<file path="src/assert_macros.svh">
// assertion macros shared by the rtl
`ifndef ASSERT_MACROS_SVH
`define ASSERT_MACROS_SVH

`ifndef ASSERT_OFF

// antecedent implies consequent in the same cycle
`define ASSERT_IMP(lbl, clk, rst_n, ante, cons, msg) \
  lbl: assert property (@(posedge clk) disable iff (!rst_n) (ante) |-> (cons)) \
    else $error(msg);

// condition must never hold
`define ASSERT_NEVER(lbl, clk, rst_n, cond, msg) \
  lbl: assert property (@(posedge clk) disable iff (!rst_n) !(cond)) \
    else $error(msg);

`else

`define ASSERT_IMP(lbl, clk, rst_n, ante, cons, msg)
`define ASSERT_NEVER(lbl, clk, rst_n, cond, msg)

`endif

`endif

</file>
<file path="src/ipcd_pkg.sv">
// shared types, direction codes and helpers for the plot command decoder
package ipcd_pkg;

  // direction codes, bits 6:3 of a command byte
  localparam logic [3:0] DIR_NONE     = 4'd0;
  localparam logic [3:0] DIR_EAST     = 4'd1;
  localparam logic [3:0] DIR_WEST     = 4'd2;
  localparam logic [3:0] DIR_EW       = 4'd3;
  localparam logic [3:0] DIR_NORTH    = 4'd4;
  localparam logic [3:0] DIR_EWN      = 4'd7;
  localparam logic [3:0] DIR_SOUTH    = 4'd8;
  localparam logic [3:0] DIR_EWS      = 4'd11;
  localparam logic [3:0] DIR_PEN_DOWN = 4'd12;
  localparam logic [3:0] DIR_NOP      = 4'd13;
  localparam logic [3:0] DIR_PEN_UP   = 4'd14;
  localparam logic [3:0] DIR_ALL      = 4'd15;

  localparam int BYTE_W     = 8;
  localparam int FIELD_W    = 24;
  localparam int CFG_ADDR_W = 3;
  localparam int CFG_DATA_W = 32;

  typedef enum logic [0:0] {
    REG_OFFSET_X = 1'b0,
    REG_OFFSET_Y = 1'b1
  } reg_idx_t;

  typedef struct packed {
    logic full;
    logic empty;
  } q_stat_t;

  function automatic logic is_bad(input logic [3:0] dir);
    logic bad;
    unique case (dir) inside
      DIR_NONE, DIR_EW, DIR_EWN, DIR_EWS, DIR_ALL: bad = 1'b1;
      default:                                     bad = 1'b0;
    endcase
    return bad;
  endfunction

endpackage

</file>
<file path="src/ipcd_in_if.sv">
// plot byte input channel
interface ipcd_in_if;
  logic       valid;
  logic       ready;
  logic [7:0] byte_in;

  modport source (output valid, output byte_in, input ready);
  modport sink   (input valid, input byte_in, output ready);
endinterface

</file>
<file path="src/ipcd_out_if.sv">
// decoded command result channel
interface ipcd_out_if;
  logic               valid;
  logic               ready;
  logic               bad_command;
  logic [3:0]         direction;
  logic [23:0]        step_count;
  logic signed [23:0] out_x;
  logic signed [23:0] out_y;
  logic               pen_down;
  logic [1:0]         path_action;
  logic               ink_seen;
  logic signed [23:0] ink_x_min;
  logic signed [23:0] ink_x_max;
  logic signed [23:0] ink_y_min;
  logic signed [23:0] ink_y_max;

  modport source (
    output valid, output bad_command, output direction, output step_count,
    output out_x, output out_y, output pen_down, output path_action,
    output ink_seen, output ink_x_min, output ink_x_max, output ink_y_min,
    output ink_y_max, input ready
  );
  modport sink (
    input valid, input bad_command, input direction, input step_count,
    input out_x, input out_y, input pen_down, input path_action,
    input ink_seen, input ink_x_min, input ink_x_max, input ink_y_min,
    input ink_y_max, output ready
  );
endinterface

</file>
<file path="src/incremental_plotter_command_decoder.sv">
// top level of the incremental plotter command decoder
// Takes one plot stream byte per cycle while the command queue has room
// and returns one result per command byte (prefix bytes only extend the
// count). The front accumulates count prefixes and classifies commands
// into a two-entry queue; the back runs each command through an execute
// register (pen move with saturation) and a report register (bounding box
// and offset), so one byte per clock holds while results are taken. The
// output register lets a new byte be taken while a result waits. The
// offsets sit at byte addresses 0 and 4 of the config port and should be
// written while the decoder is idle.
`include "assert_macros.svh"

module incremental_plotter_command_decoder #(
  parameter int COUNT_BITS = 24,
  parameter int POS_BITS   = 24
) (
  input  logic                                clk,
  input  logic                                rst_n,
  ipcd_in_if.sink                             in_if,
  ipcd_out_if.source                          out_if,
  input  logic                                cfg_psel,
  input  logic                                cfg_penable,
  input  logic                                cfg_pwrite,
  input  logic [ipcd_pkg::CFG_ADDR_W-1:0]     cfg_paddr,
  input  logic [ipcd_pkg::CFG_DATA_W-1:0]     cfg_pwdata,
  output logic [ipcd_pkg::CFG_DATA_W-1:0]     cfg_prdata,
  output logic                                cfg_pready
);

  localparam int CMD_W = COUNT_BITS + 5;

  logic signed [23:0]     off_x_r, off_y_r;
  ipcd_pkg::reg_idx_t     reg_idx;
  logic                   cfg_wr;

  logic                   q_push, q_pop;
  logic [CMD_W-1:0]       q_push_data, q_head;
  ipcd_pkg::q_stat_t      q_stat;
  logic                   prefix_acc;

  assign reg_idx    = ipcd_pkg::reg_idx_t'(cfg_paddr[2]);
  assign cfg_wr     = cfg_psel && cfg_penable && cfg_pwrite;
  assign cfg_pready = 1'b1;

  always_comb begin
    unique case (reg_idx)
      ipcd_pkg::REG_OFFSET_X: cfg_prdata = 32'(off_x_r);
      ipcd_pkg::REG_OFFSET_Y: cfg_prdata = 32'(off_y_r);
      default:                cfg_prdata = '0;
    endcase
  end

  always_ff @(posedge clk) begin
    if (!rst_n) begin
      off_x_r <= '0;
      off_y_r <= '0;
    end else if (cfg_wr) begin
      unique case (reg_idx)
        ipcd_pkg::REG_OFFSET_X: off_x_r <= cfg_pwdata[23:0];
        ipcd_pkg::REG_OFFSET_Y: off_y_r <= cfg_pwdata[23:0];
        default: ;
      endcase
    end
  end

  ipcd_front #(
    .COUNT_BITS(COUNT_BITS)
  ) u_front (
    .clk       (clk),
    .rst_n     (rst_n),
    .in_if     (in_if),
    .q_full    (q_stat.full),
    .push      (q_push),
    .push_data (q_push_data)
  );

  ipcd_queue #(
    .WIDTH(CMD_W)
  ) u_queue (
    .clk       (clk),
    .rst_n     (rst_n),
    .push      (q_push),
    .push_data (q_push_data),
    .pop       (q_pop),
    .head      (q_head),
    .stat      (q_stat)
  );

  ipcd_back #(
    .COUNT_BITS(COUNT_BITS),
    .POS_BITS  (POS_BITS)
  ) u_back (
    .clk      (clk),
    .rst_n    (rst_n),
    .q_valid  (!q_stat.empty),
    .q_data   (q_head),
    .pop      (q_pop),
    .offset_x (off_x_r),
    .offset_y (off_y_r),
    .out_if   (out_if)
  );

  assign prefix_acc = in_if.valid && in_if.ready && in_if.byte_in[7];

  `ASSERT_IMP(a_push_room, clk, rst_n, q_push, !q_stat.full, "command queue overflow")
  `ASSERT_IMP(a_pop_data, clk, rst_n, q_pop, !q_stat.empty, "command queue underflow")
  `ASSERT_IMP(a_prefix_no_cmd, clk, rst_n, prefix_acc, !q_push, "prefix byte queued")
  `ASSERT_NEVER(a_queue_state, clk, rst_n, q_stat.full && q_stat.empty, "queue full and empty")

endmodule

</file>
<file path="src/ipcd_front.sv">
// front end: count prefix accumulation and command classification
module ipcd_front #(
  parameter int COUNT_BITS = 24
) (
  input  logic                  clk,
  input  logic                  rst_n,
  ipcd_in_if.sink               in_if,
  input  logic                  q_full,
  output logic                  push,
  output logic [COUNT_BITS+4:0] push_data
);

  localparam int CW       = COUNT_BITS;
  localparam int BYTE_MSB = ipcd_pkg::BYTE_W - 1;

  logic [CW-1:0] acc_r;
  logic [CW-1:0] acc_nxt;
  logic [CW+6:0] pre_wide;
  logic [CW+2:0] cmd_wide;
  logic [CW-1:0] count;
  logic [3:0]    dir;
  logic          accept;

  assign in_if.ready = !q_full;
  assign accept      = in_if.valid && in_if.ready;

  assign pre_wide = {acc_r, in_if.byte_in[6:0]};
  assign cmd_wide = {acc_r, in_if.byte_in[2:0]};
  assign dir      = in_if.byte_in[6:3];

  // saturate when bits would fall off the top
  always_comb begin
    if (|pre_wide[CW+6:CW]) begin
      acc_nxt = '1;
    end else begin
      acc_nxt = pre_wide[CW-1:0];
    end
    if (|cmd_wide[CW+2:CW]) begin
      count = '1;
    end else begin
      count = cmd_wide[CW-1:0];
    end
  end

  assign push      = accept && !in_if.byte_in[BYTE_MSB];
  assign push_data = {ipcd_pkg::is_bad(dir), dir, count};

  always_ff @(posedge clk) begin
    if (!rst_n) begin
      acc_r <= '0;
    end else if (accept) begin
      if (in_if.byte_in[BYTE_MSB]) begin
        acc_r <= acc_nxt;
      end else begin
        acc_r <= '0;
      end
    end
  end

endmodule

</file>
<file path="src/ipcd_queue.sv">
// short command queue between front and back
module ipcd_queue #(
  parameter int WIDTH = 29
) (
  input  logic             clk,
  input  logic             rst_n,
  input  logic             push,
  input  logic [WIDTH-1:0] push_data,
  input  logic             pop,
  output logic [WIDTH-1:0] head,
  output ipcd_pkg::q_stat_t stat
);

  localparam int DEPTH = 2;
  localparam int PTR_W = $clog2(DEPTH);
  localparam int CNT_W = $clog2(DEPTH + 1);

  logic [WIDTH-1:0] mem_r [DEPTH];
  logic [PTR_W-1:0] wr_ptr_r;
  logic [PTR_W-1:0] rd_ptr_r;
  logic [CNT_W-1:0] cnt_r;
  logic [CNT_W-1:0] cnt_nxt;

  function automatic logic [PTR_W-1:0] ptr_inc(input logic [PTR_W-1:0] p);
    return (p == PTR_W'(DEPTH - 1)) ? '0 : p + PTR_W'(1);
  endfunction

  assign head       = mem_r[rd_ptr_r];
  assign stat.full  = (cnt_r == CNT_W'(DEPTH));
  assign stat.empty = (cnt_r == '0);

  always_comb begin
    cnt_nxt = cnt_r;
    if (push && !pop) begin
      cnt_nxt = cnt_r + CNT_W'(1);
    end else if (pop && !push) begin
      cnt_nxt = cnt_r - CNT_W'(1);
    end
  end

  always_ff @(posedge clk) begin
    if (!rst_n) begin
      wr_ptr_r <= '0;
      rd_ptr_r <= '0;
      cnt_r    <= '0;
    end else begin
      cnt_r <= cnt_nxt;
      if (push) begin
        wr_ptr_r <= ptr_inc(wr_ptr_r);
      end
      if (pop) begin
        rd_ptr_r <= ptr_inc(rd_ptr_r);
      end
    end
  end

  always_ff @(posedge clk) begin
    if (push) begin
      mem_r[wr_ptr_r] <= push_data;
    end
  end

endmodule

</file>
<file path="src/ipcd_back.sv">
// back end: pen motion, bounding box, offset and result register
module ipcd_back #(
  parameter int COUNT_BITS = 24,
  parameter int POS_BITS   = 24
) (
  input  logic                  clk,
  input  logic                  rst_n,
  input  logic                  q_valid,
  input  logic [COUNT_BITS+4:0] q_data,
  output logic                  pop,
  input  logic signed [23:0]    offset_x,
  input  logic signed [23:0]    offset_y,
  ipcd_out_if.source            out_if
);

  localparam int CW = COUNT_BITS;
  localparam int PW = POS_BITS;
  localparam int SW = ((PW > CW + 1) ? PW : CW + 1) + 2;
  localparam int OW = ((PW > ipcd_pkg::FIELD_W) ? PW : ipcd_pkg::FIELD_W) + 1;

  localparam logic signed [PW-1:0] POS_MAX = {1'b0, {(PW-1){1'b1}}};
  localparam logic signed [PW-1:0] POS_MIN = {1'b1, {(PW-1){1'b0}}};

  typedef enum logic [1:0] {
    ACT_NONE   = 2'd0,
    ACT_MOVETO = 2'd1,
    ACT_LINETO = 2'd2,
    ACT_STROKE = 2'd3
  } act_t;

  typedef struct packed {
    logic                 bad;
    logic [3:0]           dir;
    logic [CW-1:0]        count;
    logic signed [PW-1:0] pen_x;
    logic signed [PW-1:0] pen_y;
    logic                 pen_down;
    act_t                 action;
    logic                 ink;
  } exec_t;

  // ---------------- execute stage ----------------
  logic                 a_v_r;
  exec_t                a_r;
  exec_t                a_nxt;
  logic                 b_adv;
  logic signed [PW-1:0] pen_x_r, pen_y_r;
  logic signed [PW-1:0] pen_x_nxt, pen_y_nxt;
  logic                 pen_down_r, pen_down_nxt;

  logic                 q_bad;
  logic [3:0]           q_dir;
  logic [CW-1:0]        q_count;
  logic                 good, is_move;
  logic [CW:0]          cnt1;
  logic signed [SW-1:0] step_s, x_sum, y_sum;
  logic signed [PW-1:0] x_sat, y_sat;

  assign q_bad   = q_data[CW+4];
  assign q_dir   = q_data[CW+3:CW];
  assign q_count = q_data[CW-1:0];

  assign b_adv = a_v_r && (!out_if.valid || out_if.ready);
  assign pop   = q_valid && (!a_v_r || b_adv);

  assign good    = !q_bad && (q_dir != ipcd_pkg::DIR_NOP);
  assign is_move = (q_dir != ipcd_pkg::DIR_PEN_DOWN) && (q_dir != ipcd_pkg::DIR_PEN_UP);
  assign cnt1    = {1'b0, q_count} + (CW+1)'(1);
  assign step_s  = SW'(cnt1);

  // at most one x and one y bit is set on a good move
  assign x_sum = SW'(pen_x_r) + (q_dir[1] ? -step_s : step_s);
  assign y_sum = SW'(pen_y_r) + (q_dir[3] ? -step_s : step_s);

  always_comb begin
    if (x_sum > SW'(POS_MAX)) begin
      x_sat = POS_MAX;
    end else if (x_sum < SW'(POS_MIN)) begin
      x_sat = POS_MIN;
    end else begin
      x_sat = PW'(x_sum);
    end
    if (y_sum > SW'(POS_MAX)) begin
      y_sat = POS_MAX;
    end else if (y_sum < SW'(POS_MIN)) begin
      y_sat = POS_MIN;
    end else begin
      y_sat = PW'(y_sum);
    end
  end

  always_comb begin
    pen_x_nxt    = pen_x_r;
    pen_y_nxt    = pen_y_r;
    pen_down_nxt = pen_down_r;
    if (good) begin
      if (q_dir == ipcd_pkg::DIR_PEN_DOWN) begin
        pen_down_nxt = 1'b1;
      end else if (q_dir == ipcd_pkg::DIR_PEN_UP) begin
        pen_down_nxt = 1'b0;
      end
      if (is_move && (q_dir[0] || q_dir[1])) begin
        pen_x_nxt = x_sat;
      end
      if (is_move && (q_dir[2] || q_dir[3])) begin
        pen_y_nxt = y_sat;
      end
    end

    a_nxt.bad      = q_bad;
    a_nxt.dir      = q_dir;
    a_nxt.count    = q_count;
    a_nxt.pen_x    = pen_x_nxt;
    a_nxt.pen_y    = pen_y_nxt;
    a_nxt.pen_down = pen_down_nxt;
    a_nxt.ink      = good && pen_down_nxt;
    if (!good) begin
      a_nxt.action = ACT_NONE;
    end else if (pen_down_nxt != pen_down_r) begin
      a_nxt.action = pen_down_nxt ? ACT_MOVETO : ACT_STROKE;
    end else begin
      a_nxt.action = pen_down_nxt ? ACT_LINETO : ACT_NONE;
    end
  end

  always_ff @(posedge clk) begin
    if (!rst_n) begin
      a_v_r      <= 1'b0;
      pen_x_r    <= '0;
      pen_y_r    <= '0;
      pen_down_r <= 1'b0;
    end else begin
      if (pop) begin
        a_v_r      <= 1'b1;
        pen_x_r    <= pen_x_nxt;
        pen_y_r    <= pen_y_nxt;
        pen_down_r <= pen_down_nxt;
      end else if (b_adv) begin
        a_v_r <= 1'b0;
      end
    end
  end

  always_ff @(posedge clk) begin
    if (pop) begin
      a_r <= a_nxt;
    end
  end

  // ---------------- box and report stage ----------------
  logic                 out_v_r;
  logic                 ink_r;
  logic signed [PW-1:0] xl_r, xh_r, yl_r, yh_r;
  logic signed [PW-1:0] xl_nxt, xh_nxt, yl_nxt, yh_nxt;
  logic signed [OW-1:0] ox_sum, oy_sum;
  logic signed [PW-1:0] ox_sat, oy_sat;

  logic                 bad_r;
  logic [3:0]           dir_r;
  logic [23:0]          step_r;
  logic signed [23:0]   ox_r, oy_r;
  logic                 pdown_r;
  act_t                 act_r;
  logic                 seen_r;
  logic signed [23:0]   bxl_r, bxh_r, byl_r, byh_r;

  always_comb begin
    xl_nxt = xl_r;
    xh_nxt = xh_r;
    yl_nxt = yl_r;
    yh_nxt = yh_r;
    if (a_r.ink) begin
      if (a_r.pen_x < xl_r) xl_nxt = a_r.pen_x;
      if (a_r.pen_x > xh_r) xh_nxt = a_r.pen_x;
      if (a_r.pen_y < yl_r) yl_nxt = a_r.pen_y;
      if (a_r.pen_y > yh_r) yh_nxt = a_r.pen_y;
    end
  end

  assign ox_sum = OW'(a_r.pen_x) + OW'(offset_x);
  assign oy_sum = OW'(a_r.pen_y) + OW'(offset_y);

  always_comb begin
    if (ox_sum > OW'(POS_MAX)) begin
      ox_sat = POS_MAX;
    end else if (ox_sum < OW'(POS_MIN)) begin
      ox_sat = POS_MIN;
    end else begin
      ox_sat = PW'(ox_sum);
    end
    if (oy_sum > OW'(POS_MAX)) begin
      oy_sat = POS_MAX;
    end else if (oy_sum < OW'(POS_MIN)) begin
      oy_sat = POS_MIN;
    end else begin
      oy_sat = PW'(oy_sum);
    end
  end

  always_ff @(posedge clk) begin
    if (!rst_n) begin
      out_v_r <= 1'b0;
      ink_r   <= 1'b0;
      xl_r    <= POS_MAX;
      xh_r    <= POS_MIN;
      yl_r    <= POS_MAX;
      yh_r    <= POS_MIN;
    end else begin
      if (b_adv) begin
        out_v_r <= 1'b1;
        ink_r   <= ink_r || a_r.ink;
        xl_r    <= xl_nxt;
        xh_r    <= xh_nxt;
        yl_r    <= yl_nxt;
        yh_r    <= yh_nxt;
      end else if (out_if.ready) begin
        out_v_r <= 1'b0;
      end
    end
  end

  always_ff @(posedge clk) begin
    if (b_adv) begin
      bad_r   <= a_r.bad;
      dir_r   <= a_r.dir;
      step_r  <= 24'(a_r.count);
      ox_r    <= 24'(ox_sat);
      oy_r    <= 24'(oy_sat);
      pdown_r <= a_r.pen_down;
      act_r   <= a_r.action;
      seen_r  <= ink_r || a_r.ink;
      bxl_r   <= 24'(xl_nxt);
      bxh_r   <= 24'(xh_nxt);
      byl_r   <= 24'(yl_nxt);
      byh_r   <= 24'(yh_nxt);
    end
  end

  assign out_if.valid       = out_v_r;
  assign out_if.bad_command = bad_r;
  assign out_if.direction   = dir_r;
  assign out_if.step_count  = step_r;
  assign out_if.out_x       = ox_r;
  assign out_if.out_y       = oy_r;
  assign out_if.pen_down    = pdown_r;
  assign out_if.path_action = act_r;
  assign out_if.ink_seen    = seen_r;
  assign out_if.ink_x_min   = bxl_r;
  assign out_if.ink_x_max   = bxh_r;
  assign out_if.ink_y_min   = byl_r;
  assign out_if.ink_y_max   = byh_r;

endmodule
</file>
<file path="src/flat_wrapper.sv">
// flat-port wrapper written by rule: the top's interface ports become plain ports
module incremental_plotter_command_decoder_flat 
#(
  parameter int COUNT_BITS = 24,
  parameter int POS_BITS   = 24
)
  (clk, rst_n, cfg_psel, cfg_penable, cfg_pwrite, cfg_paddr, cfg_pwdata, cfg_prdata, cfg_pready, in_if_valid, in_if_byte_in, in_if_ready, out_if_valid, out_if_bad_command, out_if_direction, out_if_step_count, out_if_out_x, out_if_out_y, out_if_pen_down, out_if_path_action, out_if_ink_seen, out_if_ink_x_min, out_if_ink_x_max, out_if_ink_y_min, out_if_ink_y_max, out_if_ready);
  ipcd_in_if in_if_i ();
  ipcd_out_if out_if_i ();
  input  logic clk;
  input  logic rst_n;
  input  logic cfg_psel;
  input  logic cfg_penable;
  input  logic cfg_pwrite;
  input  logic [ipcd_pkg::CFG_ADDR_W-1:0] cfg_paddr;
  input  logic [ipcd_pkg::CFG_DATA_W-1:0] cfg_pwdata;
  output logic [ipcd_pkg::CFG_DATA_W-1:0] cfg_prdata;
  output logic cfg_pready;
  input wire logic [$bits(in_if_i.valid)-1:0] in_if_valid;
  input wire logic [$bits(in_if_i.byte_in)-1:0] in_if_byte_in;
  output wire logic [$bits(in_if_i.ready)-1:0] in_if_ready;
  output wire logic [$bits(out_if_i.valid)-1:0] out_if_valid;
  output wire logic [$bits(out_if_i.bad_command)-1:0] out_if_bad_command;
  output wire logic [$bits(out_if_i.direction)-1:0] out_if_direction;
  output wire logic [$bits(out_if_i.step_count)-1:0] out_if_step_count;
  output wire logic [$bits(out_if_i.out_x)-1:0] out_if_out_x;
  output wire logic [$bits(out_if_i.out_y)-1:0] out_if_out_y;
  output wire logic [$bits(out_if_i.pen_down)-1:0] out_if_pen_down;
  output wire logic [$bits(out_if_i.path_action)-1:0] out_if_path_action;
  output wire logic [$bits(out_if_i.ink_seen)-1:0] out_if_ink_seen;
  output wire logic [$bits(out_if_i.ink_x_min)-1:0] out_if_ink_x_min;
  output wire logic [$bits(out_if_i.ink_x_max)-1:0] out_if_ink_x_max;
  output wire logic [$bits(out_if_i.ink_y_min)-1:0] out_if_ink_y_min;
  output wire logic [$bits(out_if_i.ink_y_max)-1:0] out_if_ink_y_max;
  input wire logic [$bits(out_if_i.ready)-1:0] out_if_ready;
  assign in_if_i.valid = in_if_valid;
  assign in_if_i.byte_in = in_if_byte_in;
  assign in_if_ready = in_if_i.ready;
  assign out_if_valid = out_if_i.valid;
  assign out_if_bad_command = out_if_i.bad_command;
  assign out_if_direction = out_if_i.direction;
  assign out_if_step_count = out_if_i.step_count;
  assign out_if_out_x = out_if_i.out_x;
  assign out_if_out_y = out_if_i.out_y;
  assign out_if_pen_down = out_if_i.pen_down;
  assign out_if_path_action = out_if_i.path_action;
  assign out_if_ink_seen = out_if_i.ink_seen;
  assign out_if_ink_x_min = out_if_i.ink_x_min;
  assign out_if_ink_x_max = out_if_i.ink_x_max;
  assign out_if_ink_y_min = out_if_i.ink_y_min;
  assign out_if_ink_y_max = out_if_i.ink_y_max;
  assign out_if_i.ready = out_if_ready;
  incremental_plotter_command_decoder #(.COUNT_BITS(COUNT_BITS), .POS_BITS(POS_BITS)) u_core (.clk(clk), .rst_n(rst_n), .in_if(in_if_i), .out_if(out_if_i), .cfg_psel(cfg_psel), .cfg_penable(cfg_penable), .cfg_pwrite(cfg_pwrite), .cfg_paddr(cfg_paddr), .cfg_pwdata(cfg_pwdata), .cfg_prdata(cfg_prdata), .cfg_pready(cfg_pready));
endmodule
</file>
<file path="config.mk">
export PLATFORM = sky130hd
export DESIGN_NAME = incremental_plotter_command_decoder_flat
export DESIGN_NICKNAME = d
export VERILOG_FILES = /design/src/ipcd_pkg.sv /design/src/ipcd_in_if.sv /design/src/ipcd_out_if.sv /design/src/incremental_plotter_command_decoder.sv /design/src/ipcd_front.sv /design/src/ipcd_queue.sv /design/src/ipcd_back.sv /design/src/flat_wrapper.sv
export VERILOG_INCLUDE_DIRS = /design/src /design/src/src
export SDC_FILE = /design/constraint.sdc
export NUM_CORES = 1
export LEC_CHECK = 0
export BUFFER_PORTS_ARGS = -buffer_cell sky130_fd_sc_hd__buf_2
export CORE_MARGIN = 4
export CORE_UTILIZATION = 38
export DETAILED_ROUTE_END_ITERATION = 8
export GPL_TIMING_DRIVEN = 1
export PLACE_DENSITY = 0.55
export REMOVE_ABC_BUFFERS = 1
export SKIP_LAST_GASP = 1
export SLEW_MARGIN = 20
export SYNTH_ARGS = -nofsm -noshare
export SYNTH_HDL_FRONTEND = slang
export SYNTH_SLANG_ARGS = --single-unit
</file>
<file path="constraint.sdc">
create_clock -name clk -period 8.6 [get_ports clk]
set_clock_uncertainty 0.05 [all_clocks]
set_input_delay 0 -clock clk [delete_from_list [all_inputs] [get_ports clk]]
set_output_delay 0 -clock clk [all_outputs]
set_load 0.02 [all_outputs]
</file>
# [Yosys cells after proc, flatten, opt, wreduce, memory -nomap -nowiden]
# Memories as Yosys holds them, arrays and structs flattened. A register that Yosys moved wholly into a read port is not among the register bits.
# Index checks and enable logic that the tools add are counted.
[op_classes] n_reduce_logical=36 muxes=43 addsub=10 order_cmp=12 n_bitwise=1 n_eq_ne=11
[ops] operator="$mux W24" n=21
[ops] operator="$pmux W32 S2" n=1
[ops] operator="$add A24 B27 Y27" n=2
[ops] operator="$gt A27 B24 Y1 const B" n=2
[ops] operator="$lt A27 B24 Y1 const B" n=2
[ops] operator="$mux W27" n=2
[ops] operator="$add A24 B24 Y25" n=2
[ops] operator="$gt A25 B24 Y1 const B" n=2
[ops] operator="$lt A25 B24 Y1 const B" n=2
[ops] operator="$gt A24 B24 Y1" n=2
[ops] operator="$lt A24 B24 Y1" n=2
[ops] operator="$neg A25 Y27" n=1
[ops] operator="$add A24 B1 Y25 const B" n=1
[ops] operator="$eq A4 B4 Y1 const B" n=4
[ops] operator="$mux W1" n=14
[ops] operator="$logic_and A1 B1 Y1" n=13
[ops] operator="$ne A4 B4 Y1 const B" n=3
[ops] operator="$mux W2" n=5
[ops] operator="$logic_not A1 Y1" n=8
[ops] operator="$reduce_or A7 Y1" n=1
[ops] operator="$reduce_bool A2 Y1" n=3
[ops] operator="$logic_or A1 B1 Y1" n=5
[ops] operator="$reduce_or A5 Y1" n=1
[ops] operator="$eq A4 B2 Y1 const B" n=1
[ops] operator="11 further kinds" n=13
[word_totals] in_bits=50 ramBits=58 memories=1 reg_bits=482
[memory_table] memory="u_core.u_queue.mem_r" words=2 word_bits=29 read_ports=1 rd_clocked_by_memory_dff=1 write_ports=1 line="ipcd_queue.sv:18" text="logic [WIDTH-1:0] mem_r [DEPTH];"

# [Logic depth before layout (Yosys ltp)]
[depth] word_depth=9 mapped_depth=35 ltp_nobuf=25

# [Modules after synthesis]
# A second synthesis with hierarchy kept.
[hier_totals] hier_cells=2962 area_unflattened_um2=29854.9
[by_module_without_submodules] module="ipcd_back" area_each_um2=24165.7 instances=1 cells_per_inst=2483
[by_module_without_submodules] module="ipcd_queue" area_each_um2=2308.5 instances=1 cells_per_inst=112
[by_module_without_submodules] module="incremental_plotter_command_decoder" area_each_um2=2188.3 instances=1 cells_per_inst=221
[by_module_without_submodules] module="ipcd_front" area_each_um2=1192.4 instances=1 cells_per_inst=146

# [Least setup slack after synthesis]
# OpenSTA, ideal clock, no wires.
[synth_timing] path_kind="reg2reg" start="register u_core.u_back.out_v_r (netlist: u_core.u_back.out_if.valid)" end="register u_core.u_back.yl_r[10]" path_buffers=2 synth_period_minus_slack_ns=7.429 path_slack_ns=1.171 t_arrival_ns=7.259 setup_ns=0.120 path_stages_with_launch=9 cell_sequence="dfxtp_1 -> nor2b_1 -> nor2b_1 -> clkbuf_1 -> inv_1 -> o31ai_1 -> clkbuf_1 -> a211oi_1 -> a211o_1"
[synth_between] elab_chain_len=3
[synth_lines] element="start: declaration" line="ipcd_back.sv:151" text="logic out_v_r;"
[synth_lines] element="start signal: assignment" line="ipcd_back.sv:202" text="out_v_r <= 1'b0;"
[synth_lines] element="start signal: assignment" line="ipcd_back.sv:210" text="out_v_r <= 1'b1;"
[synth_lines] element="start signal: assignment" line="ipcd_back.sv:217" text="out_v_r <= 1'b0;"
[synth_lines] element="$logic_not A1 Y1" line="ipcd_back.sv:63" text="assign b_adv = a_v_r && (!out_if.valid || out_if.ready);"
[synth_lines] element="$logic_or A1 B1 Y1" line="ipcd_back.sv:63"
[synth_lines] element="$logic_and A1 B1 Y1" line="ipcd_back.sv:63"
[synth_lines] element="net u_core.u_back.b_adv" line="ipcd_back.sv:46" text="logic b_adv;"
[synth_lines] element="end signal: assignment" line="ipcd_back.sv:214" text="yl_r <= yl_nxt;"
[synth_lines] element="end: declaration" line="ipcd_back.sv:153" text="logic signed [PW-1:0] xl_r, xh_r, yl_r, yh_r;"
# The timed path passes the listed nets, and every way through them passes these cells.
# A chain may end at the register's enable or synchronous reset.

==> metrics.txt <==
# TYPE chip_impl_metric gauge
chip_impl_info{name="outcome",value="finished, final reports clean"} 1
chip_impl_metric{name="timing_worst_slew_pin_value",unit="ps"} 1061
chip_impl_info{name="critical_path_class",value="flop to flop"} 1
chip_impl_metric{name="synth_seq_cells",unit=""} 541
chip_impl_metric{name="rows",unit=""} 102
chip_impl_metric{name="count_of_flip_flops_with_a_built_in_enable_after_synthesis",unit=""} 316
chip_impl_metric{name="vias_per_cell",unit=""} 5.333
chip_impl_metric{name="final.setup.tns",unit="ps"} 0
chip_impl_metric{name="synth_adder_area_share",unit="%"} 8.796
chip_impl_metric{name="async_set_or_reset_register_ratio_after_synthesis",unit="%"} 0
chip_impl_metric{name="nFillCells",unit=""} 7334
chip_impl_metric{name="timing.final.max_slew_violations",unit=""} 0
chip_impl_metric{name="ant_nets",unit=""} 0
chip_impl_metric{name="slew-limit-headroom",unit="%"} 29.21
chip_impl_metric{name="ctsHtreeMaxLevel",unit=""} 3
chip_impl_metric{name="gp_congestion",unit=""} 0.8757
chip_impl_info{name="cts_root_buf",value="sky130_fd_sc_hd__clkbuf_16"} 1
chip_impl_metric{name="ys.warnings.count",unit=""} 0
chip_impl_metric{name="dp_hpwl",unit="microns"} 60250
chip_impl_info{name="dominant_combinational_cell_family_by_area_after_synthesis",value="compound AO/OA/AOI/OAI gates"} 1
chip_impl_metric{name="clock.fmax",unit="GHz"} 0.1373
chip_impl_info{name="reg.largest.list",value="u_core.u_back.a_r x81, u_core.u_queue.mem_r x58"} 1
chip_impl_metric{name="drt_wl_total",unit="microns"} 83730
chip_impl_metric{name="critPathRequiredTime",unit="ps"} 8880
chip_impl_info{name="synth_flop_cell",value="sky130_fd_sc_hd__edfxtp_1"} 1
chip_impl_metric{name="layout_worst_path_cycle_share",unit="%"} 84.72
chip_impl_metric{name="power.density_cell_area",unit="nW/um^2"} 388.4
chip_impl_metric{name="synth.cell_area",unit="sq um"} 29930
chip_impl_info{name="rsz_0062_raised_after_global_routing",value="false"} 1
chip_impl_metric{name="width_of_the_chip",unit="microns"} 288.6
chip_impl_metric{name="synth_largest_type_area_fraction",unit="%"} 31.71
chip_impl_metric{name="hold_violations",unit=""} 0
chip_impl_metric{name="drv.max_cap_violation_count",unit=""} 0
chip_impl_metric{name="clk-insertion-delay-late",unit="ps"} 600
chip_impl_metric{name="fraction_of_the_mapped_netlist_area_in_compound_gates",unit="%"} 16.55
chip_impl_metric{name="post_cts_buffers",unit=""} 0
chip_impl_metric{name="register_area",unit="sq um"} 13990
chip_impl_metric{name="antenna_cells",unit=""} 0
chip_impl_metric{name="global_route_wire_length_before_repair",unit="microns"} 127600
chip_impl_metric{name="dpl_worst_slack",unit="ps"} 1385
chip_impl_metric{name="routed-via-count",unit=""} 22900
chip_impl_metric{name="number_of_antenna_violations_at_the_first_check_in_global_routing",unit=""} 0
chip_impl_info{name="cts_tree",value="built"} 1
chip_impl_metric{name="syn_avg_cell_area",unit="sq um"} 10.17
chip_impl_metric{name="largest_net_degree_at_the_start_of_global_routing",unit=""} 106
chip_impl_metric{name="critical_path_arrival",unit="ps"} 7560
chip_impl_metric{name="cts_sinks",unit=""} 541
chip_impl_info{name="min_path_type",value="primary input to flop"} 1
chip_impl_metric{name="synth_mux_area_share",unit="%"} 6.409
chip_impl_metric{name="setup-violations-final",unit=""} 0
chip_impl_metric{name="largest_register_ffs",unit=""} 81
chip_impl_metric{name="leakagePower",unit="nW"} 14.32
chip_impl_info{name="ys_top_cells_by_area",value="sky130_fd_sc_hd__edfxtp_1, sky130_fd_sc_hd__dfxtp_1, sky130_fd_sc_hd__ha_1, sky130_fd_sc_hd__a21oi_1, sky130_fd_sc_hd__mux2_2"} 1
chip_impl_metric{name="wire_per_inst",unit="microns"} 19.49
chip_impl_metric{name="syn_to_final_growth",unit="%"} 16.27
chip_impl_info{name="setup.worst_path.start_class",value="flop"} 1
chip_impl_info{name="yosysTopAreaCell",value="sky130_fd_sc_hd__edfxtp_1"} 1
chip_impl_metric{name="multi_input_area",unit="sq um"} 14780
chip_impl_metric{name="vdd_ir_drop_max",unit="V"} 0.0001433
chip_impl_metric{name="final_critical_path_setup_slack",unit="ps"} 1314
chip_impl_metric{name="die_area",unit="sq um"} 83310
chip_impl_metric{name="drc",unit=""} 0
chip_impl_metric{name="layout-drive-gt1-share",unit="%"} 18.25
chip_impl_metric{name="cts_made_buffers",unit=""} 66
chip_impl_metric{name="ctsLongestPathBuffers",unit=""} 3
chip_impl_metric{name="area_share_of_xor_xnor_cells_in_the_synthesized_design",unit="%"} 4.620
chip_impl_metric{name="global_route_usage_over_all_layers",unit="%"} 19.56
chip_impl_metric{name="initialDrtViolationCount",unit=""} 1629
chip_impl_metric{name="path_clk_slew",unit="ps"} 60
chip_impl_metric{name="drt_pre_antenna_iters",unit=""} 5
chip_impl_metric{name="core_region_area",unit="sq um"} 77720
chip_impl_metric{name="initial_utilization",unit="%"} 38.51
chip_impl_metric{name="timing.final.crit_period",unit="ps"} 7286
chip_impl_metric{name="port_buffers",unit=""} 250
chip_impl_metric{name="synthDistinctLibCells",unit=""} 106
chip_impl_metric{name="ioPinCount",unit=""} 262
chip_impl_metric{name="critical_path.max_fanout",unit=""} 11
chip_impl_metric{name="seq_area_frac_synth",unit="%"} 46.76
chip_impl_metric{name="power.total",unit="mW"} 13.52
chip_impl_metric{name="synth-simple-area-share",unit="%"} 12.71
chip_impl_info{name="max_flop_register",value="u_core.u_back.a_r"} 1
chip_impl_metric{name="finish.net_count",unit=""} 3452
chip_impl_metric{name="syn-instance-count",unit=""} 2943
chip_impl_metric{name="globalRouteOverflowTotal",unit=""} 0
chip_impl_metric{name="grt_pass1_vias",unit=""} 22270
chip_impl_metric{name="die-height",unit="microns"} 288.6
chip_impl_info{name="crit_path_end_kind",value="flop"} 1
[timing repair]
action,in CTS,in global routing
resized for setup,0,0
hold buffers,40,0
hold endpoints to repair,92,0
[final timing paths]
| kind | cells after the start | to | from | slack, ps |
|---|---|---|---|---|
| worst min-delay path | 4 | u_core.off_y_r[0] | cfg_pwdata[0] | 150 |
| worst max register to register | 26 | u_core.u_back.a_r[6] | u_core.u_queue.mem_r[0][0] | 1310 |
| worst min register to register | 0 | u_core.u_back.out_if.step_count[19] | u_core.u_back.a_r[71] | 370 |
| worst max-delay path | 26 | u_core.u_back.a_r[6] | u_core.u_queue.mem_r[0][0] | 1310 |
[layout by cell type, fill, tap and decap left out, types with 13 or more instances in the layout]
master | synthesis | routed
sky130_fd_sc_hd__a211o_1 | 24 | 24
sky130_fd_sc_hd__a211oi_1 | 36 | 34
sky130_fd_sc_hd__a21o_1 | 85 | 85
sky130_fd_sc_hd__a21oi_1 | 266 | 264
sky130_fd_sc_hd__a21oi_2 | 20 | 21
sky130_fd_sc_hd__and2_1 | 15 | 15
sky130_fd_sc_hd__and3_1 | 13 | 13
sky130_fd_sc_hd__buf_2 | 10 | 250
sky130_fd_sc_hd__buf_4 | 16 | 41
sky130_fd_sc_hd__clkbuf_16 | 0 | 67
sky130_fd_sc_hd__clkinv_2 | 0 | 13
sky130_fd_sc_hd__dfxtp_1 | 225 | 224
sky130_fd_sc_hd__dlygate4sd3_1 | 0 | 40
sky130_fd_sc_hd__edfxtp_1 | 316 | 316
sky130_fd_sc_hd__ha_1 | 196 | 196
sky130_fd_sc_hd__inv_1 | 147 | 146
sky130_fd_sc_hd__mux2_2 | 113 | 113
sky130_fd_sc_hd__mux2i_1 | 63 | 62
sky130_fd_sc_hd__nand2_1 | 279 | 278
sky130_fd_sc_hd__nand2b_1 | 44 | 44
sky130_fd_sc_hd__nand3_1 | 62 | 62
sky130_fd_sc_hd__nand3b_1 | 13 | 13
sky130_fd_sc_hd__nand4_1 | 33 | 33
sky130_fd_sc_hd__nor2_1 | 230 | 226
sky130_fd_sc_hd__nor2b_1 | 25 | 24
sky130_fd_sc_hd__nor3_1 | 30 | 28
sky130_fd_sc_hd__o211ai_1 | 37 | 37
sky130_fd_sc_hd__o21a_1 | 20 | 20
sky130_fd_sc_hd__o21ai_0 | 136 | 136
sky130_fd_sc_hd__o21bai_1 | 15 | 15
sky130_fd_sc_hd__o31ai_1 | 27 | 26
sky130_fd_sc_hd__xnor2_1 | 104 | 104
sky130_fd_sc_hd__xor2_1 | 52 | 52
[cells by family (layout without fill, tap and decap cells)]
family	after synthesis	after routing
and+or+nand+nor	798	798
AOI/OAI and AO/OA	770	770
DFF	541	541
buffers and inverters	289	601
adders and majority gates	210	210
muxes	177	177
xor gates and xnor gates	157	157
other	1	1
[layout make-up]
type                    count  area share (%)
inverters                 148           1.614
repair buffers            332           5.674
clock inverters            42           1.312
well taps                1040           3.739
flip-flops and latches    541           40.22
clock buffers              79           4.976
multi-input cells        2113           42.47
[where the power goes]
group | internal [mW] | switching [mW] | total [mW]
Clock | 1.67 | 1.14 | 2.81
Sequential | 3.82 | 0.659 | 4.48
Combinational | 2.38 | 3.85 | 6.23
[through the flow]
stage / util (%) / instances / hold WS [ps] / cell area [sq um]
2_1_floorplan: - / 2802 / 11.94 / 29240
3_3_place_gp: 41.42 / 4133 / 178.2 / 32190
3_5_place_dp: 41.42 / 4133 / 189.7 / 32190
4_1_cts: 44.75 / 4294 / 112.3 / 34780
5_1_grt: 44.77 / 4295 / 155.7 / 34800
6_report: 44.77 / 4295 / 146.3 / 34800
[layer usage]
metal  global-route usage (%)  up-vias  part of all wire [%]  routed length, microns
met5                        0        -                     0                       0
li1                         -    11200                     -                       -
met3                    3.639      125                   5.9                    4962
met2                    32.49      608                    47                   39170
met1                    26.09    10980                    45                   37310
met4                    5.803        0                   2.7                    2294
[cell usage after synthesis (52+ instances only)]
library cell,number
sky130_fd_sc_hd__edfxtp_1,316
sky130_fd_sc_hd__o21ai_0,136
sky130_fd_sc_hd__dfxtp_1,225
sky130_fd_sc_hd__mux2i_1,63
sky130_fd_sc_hd__inv_1,147
sky130_fd_sc_hd__nand2_1,279
sky130_fd_sc_hd__mux2_2,113
sky130_fd_sc_hd__a21oi_1,266
sky130_fd_sc_hd__clkbuf_1,95
sky130_fd_sc_hd__xnor2_1,104
sky130_fd_sc_hd__ha_1,196
sky130_fd_sc_hd__nor2_1,230
sky130_fd_sc_hd__a21o_1,85
sky130_fd_sc_hd__xor2_1,52
sky130_fd_sc_hd__nand3_1,62
[worst max-delay path, stage by stage (launching register included)]
cell and delay (ps):
sky130_fd_sc_hd__edfxtp_1 420, sky130_fd_sc_hd__mux2i_1 90, sky130_fd_sc_hd__buf_4 190, sky130_fd_sc_hd__inv_1 90, sky130_fd_sc_hd__ha_1 310, sky130_fd_sc_hd__inv_1 140
sky130_fd_sc_hd__a211oi_2 650, sky130_fd_sc_hd__xnor2_1 330, sky130_fd_sc_hd__nor4_4 350, sky130_fd_sc_hd__and3_1 260, sky130_fd_sc_hd__and4bb_2 300, sky130_fd_sc_hd__nor3b_1 300
sky130_fd_sc_hd__nor2_1 90, sky130_fd_sc_hd__xor2_1 190, sky130_fd_sc_hd__ha_1 400, sky130_fd_sc_hd__and4_1 280, sky130_fd_sc_hd__nand3_1 100, sky130_fd_sc_hd__or4_1 410
sky130_fd_sc_hd__o211ai_1 210, sky130_fd_sc_hd__o21ai_0 200, sky130_fd_sc_hd__a21oi_1 190, sky130_fd_sc_hd__o21ai_0 170, sky130_fd_sc_hd__a2bb2oi_2 280, sky130_fd_sc_hd__nor3_4 120
sky130_fd_sc_hd__nor2b_2 480, sky130_fd_sc_hd__buf_4 330, sky130_fd_sc_hd__a21oi_1 100
No activity file was read; power rests on OpenSTA's default activity.
